## config.mk

```make
export PLATFORM = sky130hd
export DESIGN_NAME = sar_ctrl
export DESIGN_NICKNAME = d
export VERILOG_FILES = /design/src/rtl/core/sar_pkg.sv /design/src/rtl/core/sar_ctrl.sv
export SDC_FILE = /design/constraint.sdc
export NUM_CORES = 1
export LEC_CHECK = 0
export ABC_AREA = 1
export ABC_CLOCK_PERIOD_IN_PS = 1640
export BUFFER_PORTS_ARGS = -buffer_cell sky130_fd_sc_hd__buf_2
export CAP_MARGIN = 25
export CORE_AREA = 2 2 39 41
export CTS_CLUSTER_SIZE = 14
export DETAILED_ROUTE_END_ITERATION = 6
export DIE_AREA = 0 0 41 43
export GPL_ROUTABILITY_DRIVEN = 1
export PLACE_DENSITY_LB_ADDON = 0.1
export SYNTH_ARGS = -nofsm -noshare
export SYNTH_HDL_FRONTEND = slang
export SYNTH_SLANG_ARGS = --single-unit
```

## constraint.sdc

```tcl
create_clock -name clk_i -period 1.64 [get_ports clk_i]
set_clock_uncertainty 0.2 [all_clocks]
set_input_delay 0.164 -clock clk_i [delete_from_list [all_inputs] [get_ports clk_i]]
set_output_delay 0.164 -clock clk_i [all_outputs]
set_load 0.005 [all_outputs]
```

## src/rtl/core/sar_pkg.sv

```systemverilog
`default_nettype none
// ----------------------------------------------------------------------------
// sar_pkg: shared types and constants for the sort and rank block
// Capacity, value width, controller states and the command and status
// structs that join the controller to the datapath.
// ----------------------------------------------------------------------------
package sar_pkg;

  // Capacity of the list and width of the compared values.
  localparam int unsigned MAX_ITEMS   = 32;
  localparam int unsigned VALUE_WIDTH = 32;

  // Derived widths: an index into the list, and a count that can hold MAX_ITEMS.
  localparam int unsigned IDX_W = (MAX_ITEMS > 1) ? $clog2(MAX_ITEMS) : 1;
  localparam int unsigned CNT_W = $clog2(MAX_ITEMS + 1);

  // Fixed port widths.
  localparam int unsigned DATA_W = 32;
  localparam int unsigned POS_W  = 5;

  typedef logic signed [VALUE_WIDTH-1:0] val_t;
  typedef logic        [IDX_W-1:0]       idx_t;
  typedef logic        [CNT_W-1:0]       cnt_t;

  typedef enum logic [2:0] {
    ST_LOAD,
    ST_SORT,
    ST_RANK,
    ST_OUT_RD,
    ST_OUT_SEND
  } sar_state_e;

  // Commands from the controller to the datapath.
  typedef struct packed {
    logic load;       // store the accepted item
    logic sort_step;  // one odd/even exchange phase
    logic rank_step;  // one step of the rank walk
    logic out_read;   // fetch the result at the current position
    logic out_next;   // result beat taken, advance or finish
  } sar_cmd_t;

  // Status from the datapath to the controller.
  typedef struct packed {
    logic step_last;  // step counter is at the last stored position
  } sar_stat_t;

  // Narrow a 32-bit input to the compare width, with sign extension.
  function automatic val_t load_value(input logic signed [DATA_W-1:0] raw);
    return VALUE_WIDTH'(raw);
  endfunction

endpackage : sar_pkg
`default_nettype wire

```

## src/rtl/core/sar_ctrl.sv

```systemverilog
`default_nettype none
// ----------------------------------------------------------------------------
// sar_ctrl: sequencer of the sort and rank block
// Steps through load, sort, rank walk and result output, and drives the
// handshake of both channels.
// ----------------------------------------------------------------------------
module sar_ctrl (
  input  wire logic                clk_i,
  input  wire logic                rst_ni,
  input  wire logic                in_valid_i,
  input  wire logic                in_last_i,
  output logic                     in_ready_o,
  output logic                     out_valid_o,
  input  wire logic                out_ready_i,
  output sar_pkg::sar_cmd_t        cmd_o,
  input  wire sar_pkg::sar_stat_t  stat_i
);
  import sar_pkg::*;

  sar_state_e state_q, state_d;

  // State register.
  always_ff @(posedge clk_i or negedge rst_ni) begin
    if (!rst_ni) begin
      state_q <= ST_LOAD;
    end else begin
      state_q <= state_d;
    end
  end

  // Next state and commands.
  always_comb begin
    state_d     = state_q;
    cmd_o       = '0;
    in_ready_o  = 1'b0;
    out_valid_o = 1'b0;
    case (state_q)
      ST_LOAD: begin
        in_ready_o = 1'b1;
        if (in_valid_i) begin
          cmd_o.load = 1'b1;
          if (in_last_i) begin
            state_d = ST_SORT;
          end
        end
      end
      ST_SORT: begin
        cmd_o.sort_step = 1'b1;
        if (stat_i.step_last) begin
          state_d = ST_RANK;
        end
      end
      ST_RANK: begin
        cmd_o.rank_step = 1'b1;
        if (stat_i.step_last) begin
          state_d = ST_OUT_RD;
        end
      end
      ST_OUT_RD: begin
        cmd_o.out_read = 1'b1;
        state_d        = ST_OUT_SEND;
      end
      ST_OUT_SEND: begin
        out_valid_o = 1'b1;
        if (out_ready_i) begin
          cmd_o.out_next = 1'b1;
          state_d        = stat_i.step_last ? ST_LOAD : ST_OUT_RD;
        end
      end
      default: begin
        state_d = ST_LOAD;
      end
    endcase
  end

endmodule : sar_ctrl
`default_nettype wire

```

==> key figures <==
Route
  – Vias/cell: around 3.8
  – Initial DRT Pass Iterations: 4
  – Routed via count: 271
  – Detail Route Antenna Nets: 0
  – Final WL: roughly 540 um
  – Remaining DRCs: 0
  – Routed WL per cell: around 7.5 um
  – Drt initial violations: 9

Synthesis
  – Synthesized flop and latch total: 3
  – Dominant cell type by area after synthesis: dfrtp_1
  – Synth Area per Inst: roughly 6.3 sq um
  – XOR/XNOR Fraction of Synth Area: 0%
  – Synth top area cells: dfrtp_1, inv_1, nand2_1
  – Sequential fraction of the synthesis area: a little under a third
  – Adder-Cell Fraction of Synth Area: 0%
  – Cells after synthesis: 39
  – Post-Synth Simple-Gate Area: between 40% and 50%
  – Complex-gate fraction of the synthesized area: ~2.0%
  – Mux share of post-synthesis cell area: 0%
  – Count of cell types in the netlist: 11
  – Warnings from Yosys: 0
  – Cell Area, Synth: around 250 sq um
  – Post-synth top area share: a little under a third
  – Main combinational cell family by area after synthesis: simple AND/OR/NAND/NOR gates
  – Syn Nets: 45

GRT
  – Initial antenna violation count: 0
  – First-pass GRT wire length: slightly below 900 um
  – Number of global-route vias before repair: around 240
  – Largest net degree at the start of global routing: 7
  – GR Util All Layers: 8.25%
  – GRT overflow: 0

Final layout
  – Nets: 63
  – Largest reg by FF count: state_q
  – Area grow syn2layout: 47.4%
  – Post-Route Utilization: between 20% and 30%
  – Share of cells above drive strength 1: between 30% and 40%
  – Max FFs per register: 3
  – Biggest registers after layout: state_q (3)
  – Antenna diodes: 0

Timing
  – Setup_tns: 0 ns
  – RSZ-0062 raised after global routing: false
  – Worst Setup Slack, final: 0.149 ns
  – Setup violators final: 0
  – Final period util: between 90% and 100%
  – Final min period: 1.49 ns
  – Peak Freq: 0.671 GHz
  – Final hold violation count: 0
  – Slew headroom: 86.3%
  – Fin. max-slew vios: 0
  – Slew @ Worst Pin: 0.205 ns

Floorplan
  – Num ports: 13
  – Rows: 14
  – Core Region: about 0.0014 sq mm
  – Initial Util: 17.7%
  – Die width: around 41 um
  – DIE AREA: roughly 0.0018 sq mm
  – Die Y: ~43 um

Hold path
  – Worst hold path type: in -> reg

CTS
  – PostCTS Resize Cnt: 0
  – Clock slew at reported path FFs: 0.03 ns
  – Hold Buf Count CTS: 1
  – Cts bufs inserted: 3
  – Clk_lat worst skew: 0.23 ns
  – Clock sink count: 3
  – Clk root buf: clkbuf_4
  – Clk buf depth: 2
  – CTS tree: done
  – H-tree levels: 1
  – Post-CTS Setup Repair Bufs: 0

Power
  – PD cells: about 1800 mW/mm^2
  – Pleak: roughly 0.24 nW
  – VDD IR max: between 0.4 and 0.5 mV

Placement
  – Port bufs: 12
  – DP Worst Slack: between 0.3 and 0.4 ns
  – HPWL Detailed: 445 um
  – Gp weighted congestion: ~0.72

Setup path
  – Worst path max stage delay: ~0.4 ns
  – Crit-path max FO: 5
  – Setup crit end: cmd_o[0]
  – CP endpoint kind: output port
  – Crit Path Class: reg -> out
  – Reg-to-reg slack, setup: between 0.3 and 0.4 ns
  – Worst path cell trace: nor2_2 > nand2_1 > nor2_1 > buf_2
  – Setup crit start kind: flop
  – Worst Setup SP: state_q[0]
  – RR Endpoint: state_q[1]
  – Worst r2r path cells: 6
  – Critical R2R Launch: state_q[0]
  – Slowest library cell on the worst path: dfrtp_1
  – Worst path required time: ~1.3 ns
  – WP data arrival: roughly 1.1 ns

Run status
  – Status: complete, no violations

Run
  – Max_cap viols: 0
==> cell usage in the layout (no fill, tap or decap), types with 2 or more instances in the layout <==
master    count
clkbuf_4      3
dfrtp_1       3
nand3_2       2
nor2_1        2
nand2_1       9
nand3_1       6
buf_2        12
inv_1        11
nand2_2       2
==> critical path: cells and delay by family (launching register included) <==
family / cells / cell delay [ns]
and+or+nand+nor: 3 / 0.37
DFF: 1 / 0.41
buffers and inverters: 1 / 0.11
==> final cells by class <==
cell class,instances,area [sq um]
clock buffer,4,26.3
fill,154,1020
tap,16,20.0
multi-input combinational,24,125
inverter,12,45.0
timing repair buffer,13,70.1
sequential,3,75.1
==> layer usage <==
metal | share of wire (%) | global-route usage (%) | vias up
met5 | 0 | 0 | -
met4 | 0 | 12.0 | 0
met3 | 6.7 | 2.09 | 0
met2 | 49 | 10.6 | 7
met1 | 44 | 8.41 | 113
li1 | - | - | 151
==> power by group <==
| group | internal, mW | switching, mW |
|---|---|---|
| Sequential | 0.109 | 0.0431 |
| Clock | 0.0912 | 0.0388 |
| Combinational | 0.149 | 0.207 |
| Total | 0.350 | 0.289 |
==> per-stage QoR <==
step                      std cells  hold WS [ns]  power, mW  instance area, sq um
after floorplan                  39        -0.332      0.401                   245
after global routing             72        0.0530      0.724                   362
after detailed placement         67        -0.238      0.515                   325
final                            72        0.0392      0.639                   362
after global placement           67        -0.237      0.524                   325
after CTS                        72        0.0310      0.654                   362
==> cell usage after synthesis, drive strengths merged <==
library cell	count
dfrtp	3
inv	12
nand2	11
nand3	8
nor2	3
nor3	1
o21ai	1
==> cells by family (layout without fill, tap and decap cells) <==
logic type      after synthesis  count (layout)
compound gates                1               1
buf+inv                      12              29
simple gates                 23              23
flops                         3               3
==> how the worst min path moves through the flow <==
| stage | start | to | slack, ns | cells after the start |
|---|---|---|---|---|
| 2_1_floorplan | rst_ni | state_q[0] | -0.33 | 0 |
| 6_report | stat_i | state_q[0] | 0.04 | 4 |
| 3_3_place_gp | rst_ni | state_q[0] | -0.24 | 1 |
| 4_1_cts | stat_i | state_q[0] | 0.03 | 4 |
| 3_5_place_dp | rst_ni | state_q[2] | -0.24 | 1 |
| 5_1_grt | rst_ni | state_q[1] | 0.05 | 2 |
Power figures use the tool's default switching activity.
